File: config.mk
export PLATFORM = sky130hd
export DESIGN_NAME = round_robin_run_queue
export DESIGN_NICKNAME = d
export VERILOG_FILES = /design/src/rtl/rrq_pkg.sv /design/src/rtl/rrq_ram.sv /design/src/rtl/rrq_sched.sv /design/src/rtl/round_robin_run_queue.sv
export SDC_FILE = /design/constraint.sdc
export NUM_CORES = 1
export LEC_CHECK = 0
export BUFFER_PORTS_ARGS = -buffer_cell sky130_fd_sc_hd__buf_2
export CAP_MARGIN = 30
export CORE_MARGIN = 2
export CORE_UTILIZATION = 50
export CTS_CLUSTER_SIZE = 12
export DETAILED_ROUTE_END_ITERATION = 10
export GPL_TIMING_DRIVEN = 0
export PLACE_DENSITY_LB_ADDON = 0.1
export SETUP_SLACK_MARGIN = 0.05
export SLEW_MARGIN = 40
export SYNTH_ARGS = -nofsm -noshare
export SYNTH_HDL_FRONTEND = slang
export SYNTH_SLANG_ARGS = --single-unit
File: constraint.sdc
create_clock -name i_clk -period 3.4 [get_ports i_clk]
set_clock_uncertainty 0.2 [all_clocks]
set_input_delay 0.34 -clock i_clk [delete_from_list [all_inputs] [get_ports i_clk]]
set_output_delay 0.34 -clock i_clk [all_outputs]
set_load 0.005 [all_outputs]
File: src/rtl/rrq_pkg.sv
package rrq_pkg;

    localparam int unsigned ID_W             = 6;
    localparam int unsigned COUNT_W          = 5;
    localparam int unsigned MARK_IDX_MAX_W   = 10;
    localparam int unsigned QUEUE_DEPTH_DEF  = 16;
    localparam int unsigned THREAD_COUNT_DEF = 64;

    typedef enum logic [1:0] {
        MODE_SPAWN = 2'd0,
        MODE_YIELD = 2'd1,
        MODE_EXIT  = 2'd2,
        MODE_NONE  = 2'd3
    } t_mode;

    typedef enum logic [1:0] {
        OUTCOME_NONE     = 2'd0,
        OUTCOME_SWITCHED = 2'd1,
        OUTCOME_KEPT     = 2'd2,
        OUTCOME_IDLE     = 2'd3
    } t_outcome;

    typedef enum logic [3:0] {
        ST_CLEAR,
        ST_IDLE,
        ST_EXEC,
        ST_SCHED,
        ST_POP_RD,
        ST_POP_MARK,
        ST_POP_CHECK,
        ST_CUR_RD,
        ST_CUR_CHECK,
        ST_FINISH
    } t_state;

    typedef struct packed {
        logic [1:0]      mode;
        logic [ID_W-1:0] thread_id;
    } t_rrq_in;

    typedef struct packed {
        logic [1:0]         outcome;
        logic               dropped;
        logic               previous_valid;
        logic [ID_W-1:0]    previous_thread;
        logic               running_valid;
        logic [ID_W-1:0]    running_thread;
        logic [COUNT_W-1:0] queued_count;
    } t_rrq_out;

    // Reduce a thread id modulo the thread count by restoring subtraction
    function automatic logic [MARK_IDX_MAX_W-1:0] f_mark_index(
        input logic [ID_W-1:0] id,
        input int unsigned     count
    );
        logic [ID_W-1:0] rem;
        rem = id;
        for (int k = ID_W - 1; k >= 0; k--) begin
            if (int'(rem) >= int'(count << k)) begin
                rem = rem - ID_W'(count << k);
            end
        end
        return MARK_IDX_MAX_W'(rem);
    endfunction

endpackage

File: src/rtl/rrq_ram.sv
module rrq_ram #(
    parameter int unsigned WIDTH = 6,
    parameter int unsigned DEPTH = 16
) (
    input  logic                     i_clk,
    input  logic                     i_we,
    input  logic [$clog2(DEPTH)-1:0] i_waddr,
    input  logic [WIDTH-1:0]         i_wdata,
    input  logic [$clog2(DEPTH)-1:0] i_raddr,
    output logic [WIDTH-1:0]         o_rdata
);

    logic [WIDTH-1:0] mem [DEPTH];
    logic [WIDTH-1:0] r_rdata;

    // Write port
    always_ff @(posedge i_clk) begin
        if (i_we) begin
            mem[i_waddr] <= i_wdata;
        end
    end

    // Registered read port
    always_ff @(posedge i_clk) begin
        r_rdata <= mem[i_raddr];
    end

    assign o_rdata = r_rdata;

endmodule

File: src/rtl/rrq_sched.sv
module rrq_sched #(
    parameter int unsigned QUEUE_DEPTH  = 16,
    parameter int unsigned THREAD_COUNT = 64
) (
    input  logic             i_clk,
    input  logic             i_rst_n,
    input  logic             i_in_valid,
    output logic             o_in_ready,
    input  rrq_pkg::t_rrq_in i_in_data,
    output logic             o_res_valid,
    input  logic             i_res_ready,
    output rrq_pkg::t_rrq_out o_res
);
    import rrq_pkg::*;

    localparam int unsigned PW = $clog2(QUEUE_DEPTH);
    localparam int unsigned CW = $clog2(QUEUE_DEPTH + 1);
    localparam int unsigned MW = $clog2(THREAD_COUNT);

    t_state             r_state, n_state;
    logic [1:0]         r_mode, n_mode;
    logic [ID_W-1:0]    r_tid, n_tid;
    logic [PW-1:0]      r_rp, n_rp;
    logic [PW-1:0]      r_wp, n_wp;
    logic [CW-1:0]      r_count, n_count;
    logic               r_cur_valid, n_cur_valid;
    logic [ID_W-1:0]    r_cur_id, n_cur_id;
    logic [MW-1:0]      r_clr_addr, n_clr_addr;
    logic [1:0]         r_outcome, n_outcome;
    logic               r_dropped, n_dropped;
    logic               r_prev_valid, n_prev_valid;
    logic [ID_W-1:0]    r_prev_id, n_prev_id;
    logic [ID_W-1:0]    r_pop_id, n_pop_id;

    logic               ring_we;
    logic [ID_W-1:0]    ring_wdata;
    logic [ID_W-1:0]    ring_rdata;
    logic               mark_we;
    logic [MW-1:0]      mark_waddr;
    logic               mark_wdata;
    logic [MW-1:0]      mark_raddr;
    logic               mark_rdata;

    logic [MARK_IDX_MAX_W-1:0] idx_tid_full, idx_cur_full, idx_ring_full;
    logic [MW-1:0]      idx_tid, idx_cur, idx_ring;
    logic               queue_full;

    assign idx_tid_full  = f_mark_index(r_tid, THREAD_COUNT);
    assign idx_cur_full  = f_mark_index(r_cur_id, THREAD_COUNT);
    assign idx_ring_full = f_mark_index(ring_rdata, THREAD_COUNT);
    assign idx_tid       = idx_tid_full[MW-1:0];
    assign idx_cur       = idx_cur_full[MW-1:0];
    assign idx_ring      = idx_ring_full[MW-1:0];
    assign queue_full    = (r_count == CW'(QUEUE_DEPTH));

    // Run queue ring, read always at the head pointer
    rrq_ram #(
        .WIDTH (ID_W),
        .DEPTH (QUEUE_DEPTH)
    ) u_ring (
        .i_clk   (i_clk),
        .i_we    (ring_we),
        .i_waddr (r_wp),
        .i_wdata (ring_wdata),
        .i_raddr (r_rp),
        .o_rdata (ring_rdata)
    );

    // Dead mark per thread
    rrq_ram #(
        .WIDTH (1),
        .DEPTH (THREAD_COUNT)
    ) u_marks (
        .i_clk   (i_clk),
        .i_we    (mark_we),
        .i_waddr (mark_waddr),
        .i_wdata (mark_wdata),
        .i_raddr (mark_raddr),
        .o_rdata (mark_rdata)
    );

    // State and control registers
    always_ff @(posedge i_clk) begin
        if (!i_rst_n) begin
            r_state     <= ST_CLEAR;
            r_rp        <= '0;
            r_wp        <= '0;
            r_count     <= '0;
            r_cur_valid <= 1'b0;
            r_cur_id    <= '0;
            r_clr_addr  <= '0;
        end else begin
            r_state     <= n_state;
            r_rp        <= n_rp;
            r_wp        <= n_wp;
            r_count     <= n_count;
            r_cur_valid <= n_cur_valid;
            r_cur_id    <= n_cur_id;
            r_clr_addr  <= n_clr_addr;
        end
    end

    // Item and result payload
    always_ff @(posedge i_clk) begin
        r_mode       <= n_mode;
        r_tid        <= n_tid;
        r_outcome    <= n_outcome;
        r_dropped    <= n_dropped;
        r_prev_valid <= n_prev_valid;
        r_prev_id    <= n_prev_id;
        r_pop_id     <= n_pop_id;
    end

    // Next state, memory accesses and result
    always_comb begin
        n_state      = r_state;
        n_mode       = r_mode;
        n_tid        = r_tid;
        n_rp         = r_rp;
        n_wp         = r_wp;
        n_count      = r_count;
        n_cur_valid  = r_cur_valid;
        n_cur_id     = r_cur_id;
        n_clr_addr   = r_clr_addr;
        n_outcome    = r_outcome;
        n_dropped    = r_dropped;
        n_prev_valid = r_prev_valid;
        n_prev_id    = r_prev_id;
        n_pop_id     = r_pop_id;
        ring_we      = 1'b0;
        ring_wdata   = r_tid;
        mark_we      = 1'b0;
        mark_waddr   = r_clr_addr;
        mark_wdata   = 1'b0;
        mark_raddr   = idx_cur;
        o_in_ready   = 1'b0;
        o_res_valid  = 1'b0;

        unique case (r_state)
            ST_CLEAR: begin
                // Sweep every dead mark to alive
                mark_we    = 1'b1;
                n_clr_addr = r_clr_addr + MW'(1);
                if (r_clr_addr == MW'(THREAD_COUNT - 1)) begin
                    n_state = ST_IDLE;
                end
            end
            ST_IDLE: begin
                o_in_ready = 1'b1;
                if (i_in_valid) begin
                    n_mode       = i_in_data.mode;
                    n_tid        = i_in_data.thread_id;
                    n_outcome    = OUTCOME_NONE;
                    n_dropped    = 1'b0;
                    n_prev_valid = 1'b0;
                    n_prev_id    = '0;
                    n_state      = ST_EXEC;
                end
            end
            ST_EXEC: begin
                unique case (t_mode'(r_mode))
                    MODE_SPAWN: begin
                        mark_we    = 1'b1;
                        mark_waddr = idx_tid;
                        mark_wdata = 1'b0;
                        ring_wdata = r_tid;
                        n_state    = ST_FINISH;
                    end
                    MODE_YIELD: begin
                        ring_wdata = r_cur_id;
                        n_state    = ST_SCHED;
                    end
                    MODE_EXIT: begin
                        mark_we    = r_cur_valid;
                        mark_waddr = idx_cur;
                        mark_wdata = 1'b1;
                        n_state    = ST_SCHED;
                    end
                    default: begin
                        n_state = ST_FINISH;
                    end
                endcase
                // Append to the ring on spawn, or re-append the current thread on yield
                if ((t_mode'(r_mode) == MODE_SPAWN) ||
                    ((t_mode'(r_mode) == MODE_YIELD) && r_cur_valid)) begin
                    if (queue_full) begin
                        n_dropped = 1'b1;
                    end else begin
                        ring_we = 1'b1;
                        n_wp    = (r_wp == PW'(QUEUE_DEPTH - 1)) ? '0 : r_wp + PW'(1);
                        n_count = r_count + CW'(1);
                    end
                end
            end
            ST_SCHED: begin
                priority if (r_count != '0) begin
                    n_state = ST_POP_RD;
                end else if (r_cur_valid) begin
                    n_state = ST_CUR_RD;
                end else begin
                    n_outcome = OUTCOME_IDLE;
                    n_state   = ST_FINISH;
                end
            end
            ST_POP_RD: begin
                // Head read issues this cycle; advance the head
                n_rp    = (r_rp == PW'(QUEUE_DEPTH - 1)) ? '0 : r_rp + PW'(1);
                n_count = r_count - CW'(1);
                n_state = ST_POP_MARK;
            end
            ST_POP_MARK: begin
                mark_raddr = idx_ring;
                n_pop_id   = ring_rdata;
                n_state    = ST_POP_CHECK;
            end
            ST_POP_CHECK: begin
                if (!mark_rdata) begin
                    n_outcome    = OUTCOME_SWITCHED;
                    n_prev_valid = r_cur_valid;
                    n_prev_id    = r_cur_valid ? r_cur_id : '0;
                    n_cur_valid  = 1'b1;
                    n_cur_id     = r_pop_id;
                    n_state      = ST_FINISH;
                end else begin
                    // Drop the dead entry and keep searching
                    n_state = ST_SCHED;
                end
            end
            ST_CUR_RD: begin
                mark_raddr = idx_cur;
                n_state    = ST_CUR_CHECK;
            end
            ST_CUR_CHECK: begin
                if (r_cur_valid && !mark_rdata) begin
                    n_outcome = OUTCOME_KEPT;
                end else begin
                    n_outcome   = OUTCOME_IDLE;
                    n_cur_valid = 1'b0;
                    n_cur_id    = '0;
                end
                n_state = ST_FINISH;
            end
            ST_FINISH: begin
                o_res_valid = 1'b1;
                if (i_res_ready) begin
                    n_state = ST_IDLE;
                end
            end
            default: begin
                n_state = ST_IDLE;
            end
        endcase
    end

    // Result fields
    always_comb begin
        o_res.outcome         = r_outcome;
        o_res.dropped         = r_dropped;
        o_res.previous_valid  = r_prev_valid;
        o_res.previous_thread = r_prev_id;
        o_res.running_valid   = r_cur_valid;
        o_res.running_thread  = r_cur_valid ? r_cur_id : '0;
        o_res.queued_count    = COUNT_W'(r_count);
    end

endmodule

File: src/rtl/round_robin_run_queue.sv
// Channel | Direction | Handshake                | Payload
// in      | input     | i_in_valid / o_in_ready  | i_in_data  (rrq_pkg::t_rrq_in)
// out     | output    | o_out_valid / i_out_ready| o_out_data (rrq_pkg::t_rrq_out)
//
// One item at a time. Spawn and no-op items are accepted, executed and handed off.
// Yield and exit are accepted and executed, then pop ring entries (up to QUEUE_DEPTH),
// each by a ring read followed by the dependent dead-mark read and a check; when the
// ring is dry they finish directly with no current thread, or else once the current
// mark is read and checked. After reset, a clearing pass sweeps the dead-mark memory.
// The output register frees the scheduler; a held result stalls only the next completion.
module round_robin_run_queue #(
    parameter int unsigned QUEUE_DEPTH  = rrq_pkg::QUEUE_DEPTH_DEF,
    parameter int unsigned THREAD_COUNT = rrq_pkg::THREAD_COUNT_DEF
) (
    input  logic              i_clk,
    input  logic              i_rst_n,
    input  logic              i_in_valid,
    output logic              o_in_ready,
    input  rrq_pkg::t_rrq_in  i_in_data,
    output logic              o_out_valid,
    input  logic              i_out_ready,
    output rrq_pkg::t_rrq_out o_out_data
);
    import rrq_pkg::*;

    logic     res_valid;
    logic     res_ready;
    t_rrq_out res;
    logic     r_out_valid;
    t_rrq_out r_out_data;

    rrq_sched #(
        .QUEUE_DEPTH  (QUEUE_DEPTH),
        .THREAD_COUNT (THREAD_COUNT)
    ) u_sched (
        .i_clk       (i_clk),
        .i_rst_n     (i_rst_n),
        .i_in_valid  (i_in_valid),
        .o_in_ready  (o_in_ready),
        .i_in_data   (i_in_data),
        .o_res_valid (res_valid),
        .i_res_ready (res_ready),
        .o_res       (res)
    );

    // Load the output register when it is empty or being drained
    assign res_ready = !r_out_valid || i_out_ready;

    always_ff @(posedge i_clk) begin
        if (!i_rst_n) begin
            r_out_valid <= 1'b0;
        end else if (res_ready) begin
            r_out_valid <= res_valid;
        end
    end

    always_ff @(posedge i_clk) begin
        if (res_ready && res_valid) begin
            r_out_data <= res;
        end
    end

    assign o_out_valid = r_out_valid;
    assign o_out_data  = r_out_data;

endmodule
==> flow_summary.json, run 1 <==
{
  "clock-sinks": 244,
  "drt_iter0_drc": 443,
  "instances_no_fill": 1050,
  "status": "finished, final reports clean",
  "final_cell_mix": "206 x edfxtp_1, 80 x nor2_1, 38 x mux4_2, 38 x dfxtp_1, 37 x clkbuf_1",
  "antenna_found_initial": 0,
  "synth-seq-cells": 244,
  "hold_path_class": "input pin to flop",
  "clock-root-buffer": "clkbuf_16",
  "drt_wl_total_mm": 21.11,
  "cp.arrival_ns": 3.17,
  "numCtsBuffers": 26,
  "finalCriticalPeriod_ns": 3.148,
  "final_max_slew_viol_count": 0,
  "max_slew.worst_pin.slew_ns": 0.7923,
  "ioPinCount": 36,
  "end_kind": "flop",
  "dp_cells": 990,
  "vias_per_cell": 5.621,
  "grtUsageTotal_pct": 19.55,
  "post-route-util_pct": 58.77,
  "drc_errors": 0,
  "busiest_layer": "met2",
  "critPathMaxStageDelay_ns": 0.48,
  "cts_tree": "done",
  "htreeDepth": 1,
  "critPathMostFrequentCell": "clkbuf_1",
  "syn_avg_cell_area_um2": 15.07,
  "antenna_cells": 0,
  "ctsLongestPathBuffers": 3,
  "slew-limit-headroom_pct": 47.18,
  "grt_util_met3_pct": 2.747,
  "die_height_um": 147.6,
  "worstSetupStartpointType": "flop",
  "hold_viol": 0,
  "final.period_utilization_pct": 92.60,
  "cp.buffers_inverters": 2,
  "crit_required_ns": 3.43,
  "whs_ns": 0.03926,
  "die_area_um2": 21780,
  "synth_area_um2": 10310,
  "synthCells": 684,
  "p_leak_nw": 3.979,
  "gp_congestion": 0.8319,
  "dpl_cell_area_um2": 10870,
  "rsz0062_at_grt": "false",
  "use_met1_pct": 26.52,
  "stdcell_area_um2": 11890,
  "setup_tns_ns": 0,
  "crit_slowest_cell": "or3b_2",
  "max_cap_violations": 0,
  "ys_types": 55,
  "finalSetupViolCount": 0,
  "crit_chain": "or2_2 -> clkbuf_1 -> nor3_2 -> o21bai_1 -> nand2_1 -> or3b_2 -> clkbuf_1 -> nor2_1",
  "ant_nets": 0,
  "ys_seq_area_share_pct": 67.39,
  "core_area_um2": 20230,
  "firstDrtPassIters": 5,
  "synth-main-ff-cell": "edfxtp_1",
  "grt_pass1_wl_mm": 32.91,
  "drive_gt1_share_pct": 20.38,
  "synth_edf_count": 206,
  "powerDensity_nw_per_um2": 502.0,
  "syn2layout_area_growth_pct": 15.37,
  "grt_pass1_vias": 5894,
  "ys_warn_count": 0,
  "final_common_cell": "edfxtp_1",
  "crit_fanout": 8,
  "wl_per_cell_um": 20.10,
  "met2_usage_pct": 33.44,
  "dpl.hpwl_mm": 14.34,
  "syn-num-nets": 709,
  "nNetsFinal": 785,
  "rows": 52,
  "start_util_pct": 50.95,
  "max_freq_mhz": 317.6,
  "vias": 5902,
  "crit_family": "simple AND/OR/NAND/NOR gates",
  "peakVddDrop_mv": 0.4406,
  "die_w_um": 147.6,
  "overflow": 0,
  "io_buffers": 35,
  "setup.worst_path.class": "flop to flop",
  "ys_async_sr_fraction_pct": 0,
  "clk_latency_ns": 0.53,
  "clk_pin_slew_ns": 0.06,
  "grt_max_degree": 65
}
[path summary, 6_finish.rpt]
path	startpoint	end	slack, ns	depth (start not counted)
max	u_sched.r_state[2]	u_sched.u_marks.mem[53]	0.25	8
min	i_out_ready	o_out_valid	0.04	4
max reg2reg	u_sched.r_state[2]	u_sched.u_marks.mem[53]	0.25	8
min reg2reg	u_sched.r_prev_id[4]	o_out_data[16]	0.22	0
[state kept, by name (all words and copies together) (netlist names)]
register,cells
u_sched.r_dropped,1
u_sched.r_mode,2
u_sched.u_ring.mem,96
u_sched.idx_cur,6
u_sched.r_cur_valid,1
u_sched.r_rp,4
u_sched.u_ring.o_rdata,6
o_out_valid,1
u_sched.r_pop_id,6
u_sched.r_outcome,2
o_out_data,22
u_sched.r_count,5
u_sched.r_prev_valid,1
u_sched.r_prev_id,6
u_sched.idx_tid,6
u_sched.u_marks.o_rdata,1
u_sched.r_wp,4
u_sched.u_marks.mem,64
u_sched.r_clr_addr,6
u_sched.r_state,4
[cells by family after synthesis]
logic type      share of synthesized area, %
mux                                    12.71
flops                                  67.39
compound gates                         5.037
xor+xnor                              0.9346
simple gates                           10.49
fa+ha+maj                              1.651
buf+inv                                1.796
[worst min-delay path: stages]
cell	delay, ns
buf_2	0.08
nor2b_1	0.08
a31oi_1	0.16
nor2b_1	0.06
[cells in the mapped netlist, types with 3 or more instances]
| cell | number | area [um^2] |
|---|---|---|
| a21boi_0 | 4 | 30.03 |
| nand3_1 | 15 | 75.07 |
| nand3b_1 | 3 | 22.52 |
| nor2_1 | 90 | 337.8 |
| or3_1 | 3 | 18.77 |
| a22oi_1 | 15 | 112.6 |
| mux2_2 | 9 | 101.4 |
| nand2_1 | 26 | 97.59 |
| a31oi_1 | 4 | 25.02 |
| o21a_1 | 3 | 22.52 |
| buf_1 | 4 | 15.01 |
| mux4_1 | 4 | 105.1 |
| nor2b_1 | 18 | 112.6 |
| nor3_1 | 11 | 55.05 |
| mux2i_1 | 22 | 220.2 |
| edfxtp_1 | 206 | 6186 |
| o21ai_0 | 17 | 85.08 |
| dfxtp_1 | 38 | 760.7 |
| or3b_2 | 4 | 35.03 |
| and2_1 | 24 | 150.1 |
| mux4_2 | 38 | 855.8 |
| clkbuf_1 | 31 | 116.4 |
| nand4_1 | 5 | 31.28 |
| ha_1 | 12 | 150.1 |
| and3_1 | 3 | 18.77 |
| a21oi_1 | 12 | 60.06 |
| nand2b_1 | 8 | 50.05 |
| inv_1 | 8 | 30.03 |
| xnor2_1 | 10 | 87.58 |
| a21o_1 | 5 | 37.54 |
[metal layers]
layer	part of all wire (%)	up-vias
li1	-	2748
met1	44	2970
met2	50	143
met3	3.8	41
met4	2.6	0
met5	0	-
[stage by stage]
| stage | power [W] | worst slack, ns |
|---|---|---|
| CTS | 0.006020 | -0.03483 |
| detailed placement | 0.003352 | -0.2126 |
| global placement | 0.003350 | -0.3586 |
| finish | 0.005970 | 0.2515 |
| global route | 0.006131 | 0.05597 |
| floorplan | 0.003322 | 0.3350 |
[where the power goes]
part           internal, W  switching (W)
registers          0.00321     0.00000822
clock network      0.00157        0.00110
logic            0.0000355      0.0000454
[layout make-up]
class	instances	area (um^2)
plain buffers	38	162.7
clock buffers	43	785.8
clock inverters	5	27.53
fillers	1594	8342
inverters	8	30.03
multi-input cells	394	3287
flip-flops and latches	244	6947
well taps	270	337.8
repair buffers	48	315.3
[what timing repair did]
action                                 4_1_cts  5_1_grt
hold buffers                                 9        0
setup buffers                                0        3
setup endpoints to repair                   73       99
endpoints found under the hold margin        9        0
resized for setup                           12       12
Power figures use the tool's default switching activity.
==> run 2: changes to the inputs <==
CELL_PAD_IN_SITES_DETAIL_PLACEMENT = 0   (was unset)
CELL_PAD_IN_SITES_GLOBAL_PLACEMENT = 1   (was unset)
==> run 2 against run 1 <==
Net effect:
- sequential power is essentially flat
- via count shrank 0.29%
- worst setup slack lost 0.017 ns
- clock power shrank 1%
- sequential share of layout area is essentially flat
- wire length shrank 1.2%
- power shrank 0.65%
- maximum frequency shrank 0.55%
- combinational power grew 2%
- first-iteration DRC count shrank 21%
- register-to-register slack lost 0.02 ns
- critical endpoint is now u_sched.u_marks.o_rdata
==> flow_summary.json, run 2 (synthesis gave the netlist of run 1 again) <==
{
  "status": "finished, final reports clean",
  "peakVddDrop_mv": 0.4058,
  "max_slew.worst_pin.slew_ns": 0.8269,
  "finalSetupViolCount": 0,
  "end_kind": "flop",
  "nNetsFinal": 785,
  "rows": 52,
  "power.share.clock_pct": 44.4,
  "ctsLongestPathBuffers": 3,
  "drt_wl_total_mm": 20.85,
  "setup_tns_ns": 0,
  "p_total_w": 0.005931,
  "grt_pass1_vias": 5913,
  "setup.worst_path.class": "flop to flop",
  "clk_latency_ns": 0.52,
  "vias": 5885,
  "final.period_utilization_pct": 93.11,
  "io_buffers": 35,
  "finalCriticalPeriod_ns": 3.166,
  "holdPathStages": 4,
  "vias_per_cell": 5.605,
  "final_cell_mix": "206 x edfxtp_1, 80 x nor2_1, 38 x mux4_2, 38 x dfxtp_1, 37 x buf_2",
  "slew-limit-headroom_pct": 44.87,
  "clk_pin_slew_ns": 0.06,
  "stdcell_area_um2": 11900,
  "cts_tree": "done",
  "final_common_cell": "edfxtp_1",
  "hold_path_class": "input pin to flop",
  "numCtsBuffers": 26,
  "rrSetupSlack_ns": 0.23,
  "max_cap_violations": 0,
  "overflow": 0,
  "combPwrFrac_pct": 1.4,
  "drc_errors": 0,
  "met2_usage_pct": 34.16,
  "die_height_um": 147.6,
  "grt_util_met3_pct": 3.395,
  "top_register": "u_sched.u_ring.mem",
  "grtUsageTotal_pct": 19.70,
  "antenna_cells": 0,
  "grt_max_degree": 65,
  "dpl_cell_area_um2": 10870,
  "powerDensity_nw_per_um2": 498.5,
  "core_area_um2": 20230,
  "largest_register_ffs": 96,
  "p_leak_nw": 3.992,
  "crit_chain": "nor4bb_4 -> buf_6 -> mux2i_4 -> buf_12 -> mux4_1 -> mux2_2 -> a221oi_2 -> a31oi_1 -> and3_1",
  "timing.rr.start": "u_sched.r_state[2]",
  "wl_per_cell_um": 19.85,
  "hp-start": "i_out_ready",
  "drive_gt1_share_pct": 20.77,
  "antenna_found_initial": 0,
  "drt_iter0_drc": 350,
  "busiest_layer": "met2",
  "htreeDepth": 1,
  "max_freq_mhz": 315.9,
  "r2r_end": "u_sched.u_marks.o_rdata",
  "crit_required_ns": 3.61,
  "min_to": "o_out_valid",
  "clock-sinks": 244,
  "dpl.hpwl_mm": 14.27,
  "start_util_pct": 50.95,
  "crit_fanout": 13,
  "rr_worst_depth": 9,
  "die_area_um2": 21780,
  "swShare_pct": 18.99,
  "clock-root-buffer": "clkbuf_16",
  "worstSetupStartpointType": "flop",
  "rsz0062_at_grt": "false",
  "final_max_slew_viol_count": 0,
  "ioPinCount": 36,
  "syn2layout_area_growth_pct": 15.40,
  "use_met1_pct": 26.47,
  "grt_pass1_wl_mm": 33.06,
  "hold_viol": 0,
  "critPathMaxStageDelay_ns": 0.55,
  "gp_congestion": 0.7923,
  "die_w_um": 147.6,
  "firstDrtPassIters": 5,
  "sequentialPowerShare_pct": 54.2,
  "p_int_w": 0.004804,
  "ant_nets": 0,
  "cp.arrival_ns": 3.37,
  "switchingPower_w": 0.001126,
  "crit_slowest_cell": "mux4_1"
}
==> run 2: critical path: cells and delay by family (launching register included) <==
kind | cells | cell delay, ns
compound gates | 2 | 0.34
flops | 1 | 0.43
simple gates | 2 | 0.55
buf+inv | 2 | 0.39
mux | 3 | 1.15
==> run 2: repair_timing <==
item	4_1_cts	5_1_grt
buffers inserted	0	3
hold endpoints to repair	9	0
resized for setup	14	12
pin swaps	0	0
hold buffers	9	0
setup endpoints to repair	73	109
==> run 2: worst max-delay path by stage <==
stage                       start                      end  depth (start not counted)
2_1_floorplan  u_sched.r_state[1]  u_sched.u_marks.o_rdata                         10
3_3_place_gp   u_sched.r_state[2]  u_sched.u_marks.o_rdata                          9
3_5_place_dp   u_sched.r_state[2]  u_sched.u_marks.o_rdata                          8
4_1_cts        u_sched.r_state[2]  u_sched.u_marks.o_rdata                          8
5_1_grt        u_sched.r_state[1]  u_sched.u_marks.mem[36]                         11
6_report       u_sched.r_state[2]  u_sched.u_marks.o_rdata                          9
==> run 2: layer usage <==
| metal | part of all wire (%) | vias to the layer above |
|---|---|---|
| li1 | - | 2756 |
| met1 | 43 | 2978 |
| met2 | 51 | 128 |
| met3 | 4.4 | 23 |
| met4 | 1.5 | 0 |
| met5 | 0 | - |
==> run 2: cell type report <==
class | count | area [um^2]
fillers | 1601 | 8338
flip-flops and latches | 244 | 6947
multi-input cells | 394 | 3292
clock buffers | 41 | 778.2
well taps | 270 | 337.8
repair buffers | 48 | 315.3
plain buffers | 38 | 163.9
clock inverters | 7 | 32.53
inverters | 8 | 30.03
==> run 2: power by group through the flow <==
stage	Combinational, W	Sequential (W)	Clock [W]
after floorplan	0.0000464	0.00328	0
after global placement	0.0000736	0.00328	0
after detailed placement	0.0000754	0.00328	0
after CTS	0.0000835	0.00322	0.00269
after global routing	0.0000920	0.00321	0.00280
final	0.0000829	0.00322	0.00263
==> run 2: metrics by stage <==
stage	setup WS [ns]	utilization [%]	hold slack, ns	cells
finish	0.2342	58.79	0.03129	1050
global placement	-0.4322	53.48	0.2007	989
CTS	0.08325	58.47	0.01122	1047
floorplan	0.3350	-	0.2003	684
global route	0.05189	58.79	0.05416	1050
detailed placement	-0.2375	53.73	0.2045	990
